<file path="src/sv/salru_pkg.sv">
// Shared types and constants for the set-associative LRU cache tracker.
// No dependencies; used by the interfaces and by every module but salru_queue.
package salru_pkg;

    // payload widths fixed by the word format
    localparam int ADDR_W     = 32;
    localparam int CNT_W      = 32;
    localparam int CFG_IDX_W  = 2;
    localparam int CFG_DATA_W = 5;

    // recency age, 0 = most recent
    typedef logic [1:0] t_age;
    localparam t_age AGE_MAX = 2'd3;

    // access commands
    typedef logic [1:0] t_cmd;
    localparam t_cmd CMD_LOAD   = 2'd0;
    localparam t_cmd CMD_STORE  = 2'd1;
    localparam t_cmd CMD_MODIFY = 2'd2;

    // configuration register indexes
    typedef logic [CFG_IDX_W-1:0] t_cfg_idx;
    localparam t_cfg_idx REG_SET_BITS   = 2'd0;
    localparam t_cfg_idx REG_WAYS       = 2'd1;
    localparam t_cfg_idx REG_BLOCK_BITS = 2'd2;

    // live cache geometry
    typedef struct packed {
        logic [2:0] set_bits;
        logic [2:0] ways;
        logic [4:0] block_bits;
    } t_cfg;

endpackage

</file>
<file path="src/sv/salru_in_if.sv">
// Request channel: command and byte address with valid/ready.
// Depends on salru_pkg.
interface salru_in_if;
    import salru_pkg::*;

    logic                valid;
    logic                ready;
    t_cmd                command;
    logic [ADDR_W-1:0]   address;

    modport source (output valid, command, address, input ready);
    modport sink   (input valid, command, address, output ready);
endinterface

</file>
<file path="src/sv/salru_front.sv">
// Front end: takes request words and splits the address into set and tag.
// Depends on salru_pkg and salru_in_if.
module salru_front #(
    parameter int MAX_SET_BITS = 6,
    parameter int ADDR_BITS    = 32,
    parameter int SIW          = (MAX_SET_BITS > 0) ? MAX_SET_BITS : 1
) (
    salru_in_if.sink               i_req,
    input  salru_pkg::t_cfg        i_cfg,
    input  logic                   i_clearing,
    input  logic                   i_q_full,
    output logic                   o_push,
    output salru_pkg::t_cmd        o_cmd,
    output logic [SIW-1:0]         o_set,
    output logic [ADDR_BITS-1:0]   o_tag
);
    import salru_pkg::*;

    localparam int SHW = 4;

    logic [ADDR_BITS-1:0] addr_x;
    logic [ADDR_BITS-1:0] block;
    logic [SHW-1:0]       set_sh;
    logic [SIW-1:0]       set_mask;

    // no words taken while the line store is being cleared
    assign i_req.ready = !i_q_full && !i_clearing;
    assign o_push      = i_req.valid && i_req.ready;
    assign o_cmd       = i_req.command;

    // drop block offset, clamp set bit count, split set and tag
    always_comb begin
        addr_x   = ADDR_BITS'(i_req.address);
        block    = addr_x >> i_cfg.block_bits;
        set_sh   = (i_cfg.set_bits > MAX_SET_BITS) ? SHW'(MAX_SET_BITS)
                                                   : SHW'(i_cfg.set_bits);
        set_mask = ~({SIW{1'b1}} << set_sh);
        o_set    = (MAX_SET_BITS == 0) ? '0 : (SIW'(block) & set_mask);
        o_tag    = block >> set_sh;
    end

endmodule

</file>
<file path="src/flat_wrapper.sv">
// flat-port wrapper written by rule: the top's interface ports become plain ports
module salru_front_flat import salru_pkg::*;
#(
    parameter int MAX_SET_BITS = 6,
    parameter int ADDR_BITS    = 32,
    parameter int SIW          = (MAX_SET_BITS > 0) ? MAX_SET_BITS : 1
)
  (i_cfg, i_clearing, i_q_full, o_push, o_cmd, o_set, o_tag, i_req_valid, i_req_command, i_req_address, i_req_ready);
  salru_in_if i_req_i ();
  input  salru_pkg::t_cfg i_cfg;
  input  logic i_clearing;
  input  logic i_q_full;
  output logic o_push;
  output salru_pkg::t_cmd o_cmd;
  output logic [SIW-1:0] o_set;
  output logic [ADDR_BITS-1:0] o_tag;
  input wire logic [$bits(i_req_i.valid)-1:0] i_req_valid;
  input wire logic [$bits(i_req_i.command)-1:0] i_req_command;
  input wire logic [$bits(i_req_i.address)-1:0] i_req_address;
  output wire logic [$bits(i_req_i.ready)-1:0] i_req_ready;
  assign i_req_i.valid = i_req_valid;
  assign i_req_i.command = i_req_command;
  assign i_req_i.address = i_req_address;
  assign i_req_ready = i_req_i.ready;
  salru_front #(.MAX_SET_BITS(MAX_SET_BITS), .ADDR_BITS(ADDR_BITS), .SIW(SIW)) u_core (.i_req(i_req_i), .i_cfg(i_cfg), .i_clearing(i_clearing), .i_q_full(i_q_full), .o_push(o_push), .o_cmd(o_cmd), .o_set(o_set), .o_tag(o_tag));
endmodule
</file>
<file path="config.mk">
export PLATFORM = sky130hd
export DESIGN_NAME = salru_front_flat
export DESIGN_NICKNAME = d
export VERILOG_FILES = /design/src/sv/salru_pkg.sv /design/src/sv/salru_in_if.sv /design/src/sv/salru_front.sv /design/src/flat_wrapper.sv
export SDC_FILE = /design/constraint.sdc
export NUM_CORES = 1
export LEC_CHECK = 0
export BUFFER_PORTS_ARGS = -buffer_cell sky130_fd_sc_hd__buf_2
export CAP_MARGIN = 20
export CORE_ASPECT_RATIO = 0.6
export CORE_UTILIZATION = 55
export DETAILED_ROUTE_END_ITERATION = 10
export GPL_TIMING_DRIVEN = 0
export PLACE_DENSITY = 0.84
export SLEW_MARGIN = 25
export SYNTH_ARGS = -nofsm -noshare
export SYNTH_HDL_FRONTEND = slang
export SYNTH_SLANG_ARGS = --single-unit
</file>
<file path="constraint.sdc">
create_clock -name vclk -period 8.7
set_clock_uncertainty 0.15 [all_clocks]
set_input_delay 0.87 -clock vclk [all_inputs]
set_output_delay 0.87 -clock vclk [all_outputs]
set_load 0.02 [all_outputs]
</file>
==> flow_summary_export.csv <==
group,metric,value,unit
drt,num_vias,4089,
critical_path,worstPathArrival,3.89,ns
timing,maxSlewHeadroom,0.495,
critical_path,max_stage_delay,0.60,ns
timing,fmax,204,MHz
synth,syn_avg_cell_area,8.42,um^2
floorplan,die_h,60.2,um
timing,setup_tns,0,ns
synth,yosys_warnings,0,
run_status,outcome,"complete, no violations",
pwr,finalPower,0.298,mW
pwr,p_leak,1.46,nW
drt,vias_per_cell,7.92,
critical_path,end_kind,"output port",
critical_path,crit_start,"i_cfg[2]",
timing,fin_crit_sh,0.564,
drt,wire_per_inst,25.2,um
global_route,grt_most_used_layer,"met1",
global_route,grt_pass1_wl,19.5,mm
cells_and_area,area_delta_synth_final,15.7,%
floorplan,die_area,5960,um^2
clock_network,cts.repair.resized,0,
placement,dp_hpwl,10.5,mm
drt,drc,0,
placement,gp_congestion,1.11,
timing,hold_viol_final,0,
timing,period_needed,4.91,ns
global_route,met2_usage,0.592,
synth,synth_nets,417,
min_path,hp-class,"in -> out",
critical_path,criticalPathCategory,"in -> out",
placement,portBuffers,81,
synth,synth_xor_area_frac,0,
floorplan,ios,90,
synth,synthAdderAreaFrac,0,
synth,yosys.area_share.simple,0.194,
synth,syn_area,3110,um^2
floorplan,coreArea,5260,um^2
floorplan,rows,20,
clock_network,cts_hold_buf,0,
critical_path,crit_end,"o_tag[0]",
synth,synthCells,369,
pwr,vdd_ir_drop_max,45.7,uV
pwr,powerDensity,82.9,nW/um^2
global_route,gr-usage-met1,0.654,
drt,drtPass1Iterations,6,
critical_path,crit_top_cell,"buf_2",
drt,drtIter0Drc,797,
global_route,grt_usage,0.441,
global_route,use_met3,0.184,
floorplan,die_w,99.0,um
job,cap_violations,0,
synth,synth_top_family_by_area,"multiplexers",
synth,muxShareOfSynthArea,0.482,
critical_path,critPathMaxFanout,10,
cells_and_area,layout_common_cells,"buf_2 (86), mux4_2 (45), nand2_1 (32)",
cells_and_area,drive_above_1_share,0.371,
synth,ys_types,55,
synth,synth_compound_area_frac,0.255,
cells_and_area,ff_latch_area,0,um^2
drt,final_antenna_net_count,0,
floorplan,initial_core_util,0.591,
synth,seq_area_frac_synth,0,
timing,drv_slew,0,
timing,worst_pin_slew,0.754,ns
global_route,grt_max_degree,11,
critical_path,critPathRequiredTime,7.68,ns
global_route,overflow,0,
timing,rsz0062_at_grt,"false",
cells_and_area,nets,500,
cells_and_area,seq_cell_count,0,
cells_and_area,nClkBuffers,0,
critical_path,crit_slowest_cell,"o2111ai_1",
drt,routed_wl,13.0,mm
critical_path,cp-start-kind,"input pin",
critical_path,path_cells,"buf_2 -> buf_1 -> clkbuf_1 -> nor2_1 -> a22oi_1 -> nand2_1 -> o2111ai_1 -> mux2i_1 -> a221oi_1 -> buf_2",
cells_and_area,n_antenna_cell,0,
cells_and_area,fin_util,0.684,
clock_network,post_cts_buffers,0,
global_route,grt_pass1_vias,3457,
cells_and_area,layout_commonest_cell,"buf_2",
global_route,antenna_found_initial,1,
timing,setup_viol,0,
[synth_stat cells, types with 3 or more instances]
library cell,number,area (um^2)
o211ai_1,9,67.6
a221oi_1,4,35.0
inv_1,5,18.8
nor2b_1,4,25.0
a22oi_1,15,113
and2_1,12,75.1
a21oi_1,13,65.1
a31oi_1,5,31.3
nor2_1,25,93.8
buf_2,5,25.0
o21ai_0,12,60.1
mux2i_1,28,280
a22o_1,5,43.8
mux2_2,18,203
or2_2,5,31.3
nor3_1,4,20.0
clkbuf_1,24,90.1
buf_4,5,37.5
nand2_1,32,120
a211oi_1,4,30.0
buf_1,4,15.0
nand3_1,24,120
o22ai_1,11,68.8
a32oi_1,6,52.6
a32o_1,3,30.0
mux4_2,45,1010
[worst max-delay path: cells and delay by family]
family	cells	cell delay, ns
buffers and inverters	4	1.28
AO/OA/AOI/OAI	3	1.13
AND/OR/NAND/NOR	2	0.46
multiplexers	1	0.15
[report_power, final]
| group | total, mW | internal (mW) | switching [mW] |
|---|---|---|---|
| logic | 0.298 | 0.117 | 0.181 |
| clock network | 0 | 0 | 0 |
| registers | 0 | 0 | 0 |
[worst min path at each step]
stage | startpoint | endpoint | slack (ns) | cells after the start
4_1_cts | i_req_command[1] | o_cmd[1] | 1.81 | 2
6_report | i_req_command[1] | o_cmd[1] | 1.81 | 2
3_3_place_gp | i_req_command[1] | o_cmd[1] | 1.81 | 2
5_1_grt | i_req_command[0] | o_cmd[0] | 1.82 | 2
2_1_floorplan | i_q_full | i_req_ready | 1.67 | 1
3_5_place_dp | i_req_command[0] | o_cmd[0] | 1.81 | 2
[per-stage QoR]
step	worst slack [ns]	hold WS [ns]	area (um^2)	std cells
CTS	4.00	1.81	3590	516
floorplan	4.37	1.67	3110	369
detailed placement	4.01	1.81	3590	516
finish	3.79	1.81	3590	516
global placement	3.99	1.81	3590	516
global route	3.70	1.82	3590	516
[cells by family after synthesis]
kind of cell,after synthesis
AO/OA/AOI/OAI,108
buffers and inverters,47
multiplexers,91
AND/OR/NAND/NOR,123
[layer usage]
layer	wire [um]	up-vias
met5	126	-
met4	265	6
met3	2840	60
met2	4750	468
met1	5010	1883
li1	-	1672
[final cells by class]
class              instances  area [um^2]
repair buffers            81          405
well taps                 66         82.6
plain buffers             40          190
multi-input cells        322         2890
fillers                  448         1660
inverters                  7         26.3
(Power assumes the default switching activity.)
