`src/sv/salru_queue.sv`:
```
// Short FIFO between the front end and the lookup engine.
// Depends on nothing.
module salru_queue #(
    parameter int W     = 40,
    parameter int DEPTH = 2
) (
    input  logic          i_clk,
    input  logic          i_rst_n,
    input  logic          i_push,
    input  logic [W-1:0]  i_data,
    input  logic          i_pop,
    output logic          o_valid,
    output logic          o_full,
    output logic [W-1:0]  o_data
);
    localparam int PW = (DEPTH > 1) ? $clog2(DEPTH) : 1;
    localparam int CW = $clog2(DEPTH + 1);

    logic [W-1:0]  r_buf [DEPTH];
    logic [PW-1:0] r_wr;
    logic [PW-1:0] r_rd;
    logic [CW-1:0] r_cnt;

    assign o_valid = (r_cnt != '0);
    assign o_full  = (r_cnt == CW'(DEPTH));
    assign o_data  = r_buf[r_rd];

    // storage
    always_ff @(posedge i_clk) begin
        if (i_push) begin
            r_buf[r_wr] <= i_data;
        end
    end

    // pointers and fill count
    always_ff @(posedge i_clk) begin
        if (!i_rst_n) begin
            r_wr  <= '0;
            r_rd  <= '0;
            r_cnt <= '0;
        end else begin
            if (i_push) begin
                r_wr <= (r_wr == PW'(DEPTH - 1)) ? '0 : r_wr + 1'b1;
            end
            if (i_pop) begin
                r_rd <= (r_rd == PW'(DEPTH - 1)) ? '0 : r_rd + 1'b1;
            end
            if (i_push && !i_pop) begin
                r_cnt <= r_cnt + 1'b1;
            end else if (i_pop && !i_push) begin
                r_cnt <= r_cnt - 1'b1;
            end
        end
    end

endmodule

```
`config.mk`:
```
export PLATFORM = sky130hd
export DESIGN_NAME = salru_queue
export DESIGN_NICKNAME = d
export VERILOG_FILES = /design/src/sv/salru_queue.sv
export SDC_FILE = /design/constraint.sdc
export NUM_CORES = 1
export LEC_CHECK = 0
export BUFFER_PORTS_ARGS = -buffer_cell sky130_fd_sc_hd__buf_2
export CORE_UTILIZATION = 51
export DETAILED_ROUTE_END_ITERATION = 12
export GPL_TIMING_DRIVEN = 1
export PLACE_DENSITY = 0.78
export SLEW_MARGIN = 15
export SYNTH_ARGS = -nofsm -noshare
export SYNTH_HDL_FRONTEND = slang
export SYNTH_SLANG_ARGS = --single-unit
```
`constraint.sdc`:
```
create_clock -name i_clk -period 3.8 [get_ports i_clk]
set_input_delay 0.57 -clock i_clk [delete_from_list [all_inputs] [get_ports i_clk]]
set_output_delay 0.57 -clock i_clk [all_outputs]
set_load 0.03 [all_outputs]
```
==> results of run 1 <==
## registers in the layout, indices dropped and copies added, names as in the netlist, named ones only
register	flops
r_cnt	2
r_rd	1
r_wr	1
r_buf	80
## cells in the final DEF, fill, tap and decap left out
master	n
sky130_fd_sc_hd__nor2b_1	1
sky130_fd_sc_hd__clkinv_2	1
sky130_fd_sc_hd__clkinvlp_4	1
sky130_fd_sc_hd__o21a_1	1
sky130_fd_sc_hd__clkbuf_8	9
sky130_fd_sc_hd__bufinv_16	1
sky130_fd_sc_hd__or3_1	1
sky130_fd_sc_hd__a21boi_1	1
sky130_fd_sc_hd__buf_4	1
sky130_fd_sc_hd__mux2_2	40
sky130_fd_sc_hd__or2_2	1
sky130_fd_sc_hd__dfxtp_1	4
sky130_fd_sc_hd__buf_2	85
sky130_fd_sc_hd__and2_2	1
sky130_fd_sc_hd__o21ai_0	1
sky130_fd_sc_hd__clkbuf_1	1
sky130_fd_sc_hd__and2_1	3
sky130_fd_sc_hd__edfxtp_1	80
sky130_fd_sc_hd__inv_1	1
sky130_fd_sc_hd__dfxtp_2	1
sky130_fd_sc_hd__nor2b_4	1
sky130_fd_sc_hd__clkinv_1	3
sky130_fd_sc_hd__xor2_1	2
sky130_fd_sc_hd__ha_1	1
sky130_fd_sc_hd__xnor2_1	1
sky130_fd_sc_hd__and2b_2	1
## critical path, delay by kind of cell, from the launching register on
family                 cells  cell delay [ps]
buffers and inverters      1              180
DFF                        1              980
muxes                      1              430
## final cells by class
class	instances	area (µm²)	share of cell area
Multi-Input combinational cell	56	577	0.152
Sequential cell	85	2500	0.660
Clock buffer	10	128	0.0337
Clock inverter	6	53.8	0.0142
Tap cell	75	93.8	0.0247
Inverter	1	3.75	0.000990
Timing Repair Buffer	86	433	0.114
## power by group
group / switching, mW / leakage [nW] / internal [mW]
combinational: 0.162 / 0.556 / 0.104
sequential: 0.0296 / 0.793 / 1.08
clock: 0.288 / 0.0888 / 0.296
total: 0.479 / 1.44 / 1.48
## cells by family after synthesis
| family | count (synthesis) |
|---|---|
| AOI/OAI and AO/OA | 3 |
| xor gates and xnor gates | 3 |
| adders and majority gates | 1 |
| buffers and inverters | 5 |
| DFF | 85 |
| muxes | 40 |
| and+or+nand+nor | 9 |
## worst min path at each step
| stage | start | to | slack (ps) |
|---|---|---|---|
| 3_3_place_gp | r_cnt[1] | r_cnt[1] | 480 |
| 4_1_cts | i_data[19] | r_buf[1][19] | 410 |
| 3_5_place_dp | r_cnt[1] | r_cnt[1] | 500 |
| 6_report | i_data[39] | r_buf[0][39] | 420 |
| 5_1_grt | i_data[19] | r_buf[1][19] | 400 |
| 2_1_floorplan | r_cnt[1] | r_cnt[1] | 460 |
## layer usage
layer,track usage,share of wire,up-vias,wire length [µm]
li1,-,-,752,-
met1,0.202,0.43,762,2120
met2,0.267,0.50,58,2480
met3,0.0389,0.049,8,239
met4,0.0964,0.016,0,81
met5,0,0,-,0
==> load_flow_metrics.sql, run 1 <==
INSERT INTO impl_metrics (metric_group, metric, value, unit) VALUES
('status', 'run_status', 'finished clean', ''),
('synth', 'synth_cell_types', '16', ''),
('die', 'fp-row-count', '28', ''),
('die', 'die_h', '79.9', 'µm'),
('routing', 'drt_iter0_markers', '78', ''),
('critical_path', 'crit_path_top_delay_cell', 'sky130_fd_sc_hd__dfxtp_2', ''),
('power_and_ir_drop', 'p_leak', '1.44', 'nW'),
('synth', 'async_reset_ff_frac', '0', ''),
('placement', 'place.gp.congestion', '0.702', ''),
('clock_tree', 'clock_latency', '330', 'ps'),
('synth', 'synth_mux_area_frac', '0.146', ''),
('cells_and_area', 'layoutNonFillerInstCount', '319', ''),
('synth', 'synthTopCellsByCount', 'sky130_fd_sc_hd__edfxtp_1 (80), sky130_fd_sc_hd__mux2_2 (40), sky130_fd_sc_hd__dfxtp_1 (5), sky130_fd_sc_hd__and2_1 (4), sky130_fd_sc_hd__buf_2 (4)', ''),
('routing', 'detail_route.wirelength', '4.92', 'mm'),
('sta', 'finalHoldWorstSlack', '422', 'ps'),
('synth', 'flip_flop_and_latch_count_after_synthesis', '85', ''),
('placement', 'setup_ws_pre_cts', '1640', 'ps'),
('synth', 'syn-instance-count', '146', ''),
('clock_tree', 'clock_tree_from_tritoncts', 'built', ''),
('placement', 'detailedPlacementHpwl', '3.12', 'mm'),
('routing', 'routed-via-count', '1580', ''),
('clock_tree', 'max-clock-path-buffers', '2', ''),
('synth', 'synth-compound-area-share', '0.00647', ''),
('routing', 'via_per_inst', '4.95', ''),
('global_routing', 'antenna_found_initial', '0', ''),
('synth', 'synth_top_cells_by_area', 'sky130_fd_sc_hd__edfxtp_1 (78%), sky130_fd_sc_hd__mux2_2 (15%), sky130_fd_sc_hd__dfxtp_1 (3.2%), sky130_fd_sc_hd__and2_1 (0.81%), sky130_fd_sc_hd__buf_2 (0.65%)', ''),
('global_routing', 'grt_first_pass_wirelength', '7.42', 'mm'),
('power_and_ir_drop', 'power_per_cell_area', '517', 'mW/mm²'),
('critical_path', 'crit_path_max_fanout', '40', ''),
('critical_path', 'endpoint_kind', 'output pin', ''),
('sta', 'grt_setup_unrepaired', 'no', ''),
('synth', 'combinational_family_with_the_most_area_after_synthesis', 'multiplexers', ''),
('synth', 'netlist.area_leader.share', '0.776', ''),
('clock_tree', 'path_clk_slew', '80', 'ps'),
('hold_path', 'holdCritPathClass', 'in2reg', ''),
('cells_and_area', 'nFillCells', '445', ''),
('sta', 'finalCritPeriodShare', '0.656', ''),
('global_routing', 'grt_usage', '0.165', ''),
('synth', 'synth_most_common_cell', 'sky130_fd_sc_hd__edfxtp_1', ''),
('power_and_ir_drop', 'vdd.ir_drop.worst', '0.251', 'mV'),
('cells_and_area', 'areaGrowthSynthToFinish', '22.6', '%'),
('critical_path', 'worstSetupEndpoint', 'o_data[5]', ''),
('clock_tree', 'hold_buffers', '0', ''),
('clock_tree', 'post_cts.resized_instances', '0', ''),
('critical_path', 'critPathKind', 'reg2out', ''),
('critical_path', 'crit_path_cell_trace', 'mux2_2 -> buf_2', ''),
('clock_tree', 'postCtsSetupRepairBufs', '0', ''),
('sta', 'setup_total_negative_slack', '0', 'ps'),
('synth', 'synth_adder_area_share', '0.00404', ''),
('synth', 'synthesized_area_fraction_occupied_by_xor_and_xnor_cells', '0.00849', ''),
('critical_path', 'r2r-end', 'r_buf[1][34]', ''),
('synth', 'post_synth_and_or_nand_nor_area_fraction', '0.0190', ''),
('critical_path', 'cp_slowest_stage_delay', '980', 'ps'),
('sta', 'final-hold-violation-count', '0', ''),
('critical_path', 'setup.worst_path.start_class', 'flip-flop', ''),
('sta', 'timing_max_transition_violations_final', '0', ''),
('sta', 'timing_worst_slew_pin_value', '973', 'ps'),
('clock_tree', 'cts.sinks', '85', ''),
('sta', 'count_of_endpoints_failing_setup_in_the_final_report', '0', ''),
('cells_and_area', 'design_area', '0.00379', 'mm²'),
('routing', 'drt_pass1_iterations', '4', ''),
('critical_path', 'crit_required', '3230', 'ps'),
('critical_path', 'r2r_cells', '1', ''),
('routing', 'ant_nets', '0', ''),
('cells_and_area', 'fraction_of_final_layout_cells_sized_beyond_drive_strength_1', '0.586', ''),
('clock_tree', 'numCtsBuffers', '9', ''),
('placement', 'place_inst', '303', ''),
('routing', 'drcViolationCount', '0', ''),
('power_and_ir_drop', 'totalPowerFinal', '1.96', 'mW'),
('critical_path', 'regToRegStartpoint', 'r_wr', ''),
('sta', 'max-slew-margin-rel', '0.352', '');
No activity file was read; power rests on OpenSTA's default activity.
==> run 2, diff against run 1 <==
==> constraint.sdc (replaced) <==
create_clock -name i_clk -period 2.54 [get_ports i_clk]
set_input_delay 0.381 -clock i_clk [delete_from_list [all_inputs] [get_ports i_clk]]
set_output_delay 0.381 -clock i_clk [all_outputs]
set_load 0.03 [all_outputs]
==> load_flow_metrics.sql, run 2 (synthesis results as in run 1) <==
INSERT INTO impl_metrics (metric_group, metric, value, unit) VALUES
('cells_and_area', 'nFillCells', '427', ''),
('critical_path', 'endpoint_kind', 'output pin', ''),
('die', 'die_w', '79.9', 'µm'),
('cells_and_area', 'mostFrequentLayoutCell', 'sky130_fd_sc_hd__buf_2', ''),
('critical_path', 'buf_inv_on_cp', '2', ''),
('routing', 'ant_nets', '0', ''),
('power_and_ir_drop', 'power_per_cell_area', '771', 'mW/mm²'),
('clock_tree', 'cts-root-buf', 'sky130_fd_sc_hd__clkbuf_8', ''),
('die', 'die_h', '79.9', 'µm'),
('critical_path', 'cp_slowest_stage_delay', '590', 'ps'),
('cells_and_area', 'areaGrowthSynthToFinish', '24.0', '%'),
('sta', 'setup_total_negative_slack', '0', 'ps'),
('cells_and_area', 'final_antenna_diode_count', '0', ''),
('cells_and_area', 'largest_registers', 'r_buf: 80 flops, r_cnt: 2 flops', ''),
('routing', 'routed-via-count', '1613', ''),
('die', 'area_of_the_core_region', '0.00589', 'mm²'),
('global_routing', 'antenna_found_initial', '0', ''),
('routing', 'drt_iter0_markers', '89', ''),
('power_and_ir_drop', 'p_leak', '1.46', 'nW'),
('power_and_ir_drop', 'p_switching', '0.730', 'mW'),
('global_routing', 'first_global_vias', '1578', ''),
('clock_tree', 'clock_latency', '330', 'ps'),
('placement', 'port-buffer-count', '85', ''),
('clock_tree', 'hold_buffers', '0', ''),
('power_and_ir_drop', 'vdd.ir_drop.worst', '0.403', 'mV'),
('routing', 'via_per_inst', '4.99', ''),
('global_routing', 'grt_usage', '0.165', ''),
('die', 'die_outline_area', '0.00638', 'mm²'),
('power_and_ir_drop', 'fraction_of_power_consumed_by_sequential_logic', '0.556', ''),
('clock_tree', 'postCtsSetupRepairBufs', '0', ''),
('placement', 'place.gp.congestion', '0.715', ''),
('power_and_ir_drop', 'clockPowerShare', '0.300', ''),
('critical_path', 'crit_path_max_fanout', '25', ''),
('critical_path', 'crit_required', '2160', 'ps'),
('sta', 'final-hold-violation-count', '0', ''),
('critical_path', 'crit_path_top_delay_cell', 'sky130_fd_sc_hd__dfxtp_2', ''),
('die', 'fp-row-count', '28', ''),
('critical_path', 'arrival', '1710', 'ps'),
('global_routing', 'grt_first_pass_wirelength', '7.42', 'mm'),
('power_and_ir_drop', 'power.share.switching', '0.247', ''),
('critical_path', 'cpLargestDelayFamily', 'flip-flops', ''),
('clock_tree', 'max-clock-path-buffers', '2', ''),
('status', 'run_status', 'finished clean', ''),
('sta', 'timing_worst_slew_pin_value', '536', 'ps'),
('sta', 'clock-skew-final', '7.18', 'ps'),
('cells_and_area', 'regMostFlops', 'r_buf', ''),
('sta', 'max-slew-margin-rel', '0.643', ''),
('sta', 'count_of_endpoints_failing_setup_in_the_final_report', '0', ''),
('clock_tree', 'post_cts.resized_instances', '0', ''),
('clock_tree', 'path_clk_slew', '80', 'ps'),
('power_and_ir_drop', 'power_report.internal_total', '2.23', 'mW'),
('routing', 'drt_pass1_iterations', '6', ''),
('critical_path', 'crit_path_cell_trace', 'buf_12 -> mux2_2 -> buf_2', ''),
('cells_and_area', 'layout.cells.most_common_list', 'sky130_fd_sc_hd__buf_2 (85), sky130_fd_sc_hd__edfxtp_1 (80), sky130_fd_sc_hd__mux2_2 (40), sky130_fd_sc_hd__clkbuf_8 (9)', ''),
('power_and_ir_drop', 'power.combinational.fraction', '0.144', ''),
('clock_tree', 'cts.sinks', '85', ''),
('global_routing', 'grt_start_max_net_pins', '26', ''),
('clock_tree', 'htreeDepth', '3', ''),
('routing', 'detail_route.wirelength', '5.08', 'mm'),
('placement', 'detailedPlacementHpwl', '3.42', 'mm'),
('cells_and_area', 'postLayoutCoreUtil', '0.652', ''),
('sta', 'finalCritPeriodShare', '0.822', ''),
('die', 'starting_density_of_the_core', '0.526', ''),
('cells_and_area', 'fraction_of_final_layout_cells_sized_beyond_drive_strength_1', '0.597', ''),
('routing', 'drcViolationCount', '0', ''),
('clock_tree', 'numCtsBuffers', '9', ''),
('routing', 'route.detailed.wl_per_inst', '15.7', 'µm'),
('cells_and_area', 'largest_register_ffs', '80', ''),
('critical_path', 'setup.worst_path.start_class', 'flip-flop', ''),
('clock_tree', 'clock_tree_from_tritoncts', 'built', ''),
('cells_and_area', 'finalNetCount', '288', ''),
('critical_path', 'critPathKind', 'reg2out', ''),
('flow_run', 'timing.max_cap.violations', '0', ''),
('sta', 'timing_max_transition_violations_final', '0', ''),
('global_routing', 'grt-ovfl-total', '0', ''),
('hold_path', 'holdCritPathClass', 'in2reg', ''),
('sta', 'finalWorstPathRequiredPeriod', '2090', 'ps'),
('die', 'ioPinCount', '86', ''),
('sta', 'max_freq', '0.479', 'GHz'),
('sta', 'grt_setup_unrepaired', 'no', '');
-- run 2: cell types whose count changed in the layout (fill, tap and decap cells not counted) --
cell                       previous run  this run
sky130_fd_sc_hd__buf_4                1         4
sky130_fd_sc_hd__clkbuf_1             1         2
sky130_fd_sc_hd__buf_12               0         1
sky130_fd_sc_hd__clkinv_1             3         1
sky130_fd_sc_hd__clkinv_2             1         2
-- run 2: area by class of cell --
type	count	area, µm²	share of cell area
Sequential cell	85	2500	0.653
Multi-Input combinational cell	56	577	0.150
Timing Repair Buffer	90	475	0.124
Clock buffer	11	131	0.0342
Tap cell	75	93.8	0.0245
Clock inverter	5	51.3	0.0134
Inverter	1	3.75	0.000978
-- run 2: metrics by stage --
step	setup WS, ps	instance area, µm²	power (mW)	hold slack [ps]	instances
after CTS	416	3840	2.98	207	323
final	452	3840	2.96	228	323
after global routing	344	3840	3.07	195	323
after global placement	783	3650	2.10	479	307
after floorplan	653	3100	1.96	461	146
after detailed placement	797	3650	2.11	500	307
-- run 2: power by group through the flow --
stage                     clock (mW)  combinational [mW]  sequential (mW)
after floorplan                    0               0.300             1.66
after global placement             0               0.423             1.67
after detailed placement           0               0.428             1.68
after CTS                      0.905               0.429             1.65
after global routing           0.966               0.451             1.65
final                          0.887               0.426             1.64
-- run 2: worst paths after layout --
check             cells after the start  slack (ps)       from           end
setup / recovery                      3         450  flip-flop    o_data[29]
hold / removal                        1         230  i_data[3]   r_buf[0][3]
setup reg to reg                      2        1030       r_wr  r_buf[1][29]
hold reg to reg                       2         510   r_cnt[1]      r_cnt[1]
-- run 2: metal layers --
layer,up-vias,GRT usage,wire length (µm)
met2,50,0.278,2710
met5,-,0,0
met4,0,0.0929,23
met3,2,0.0446,253
met1,801,0.191,2090
li1,760,-,-
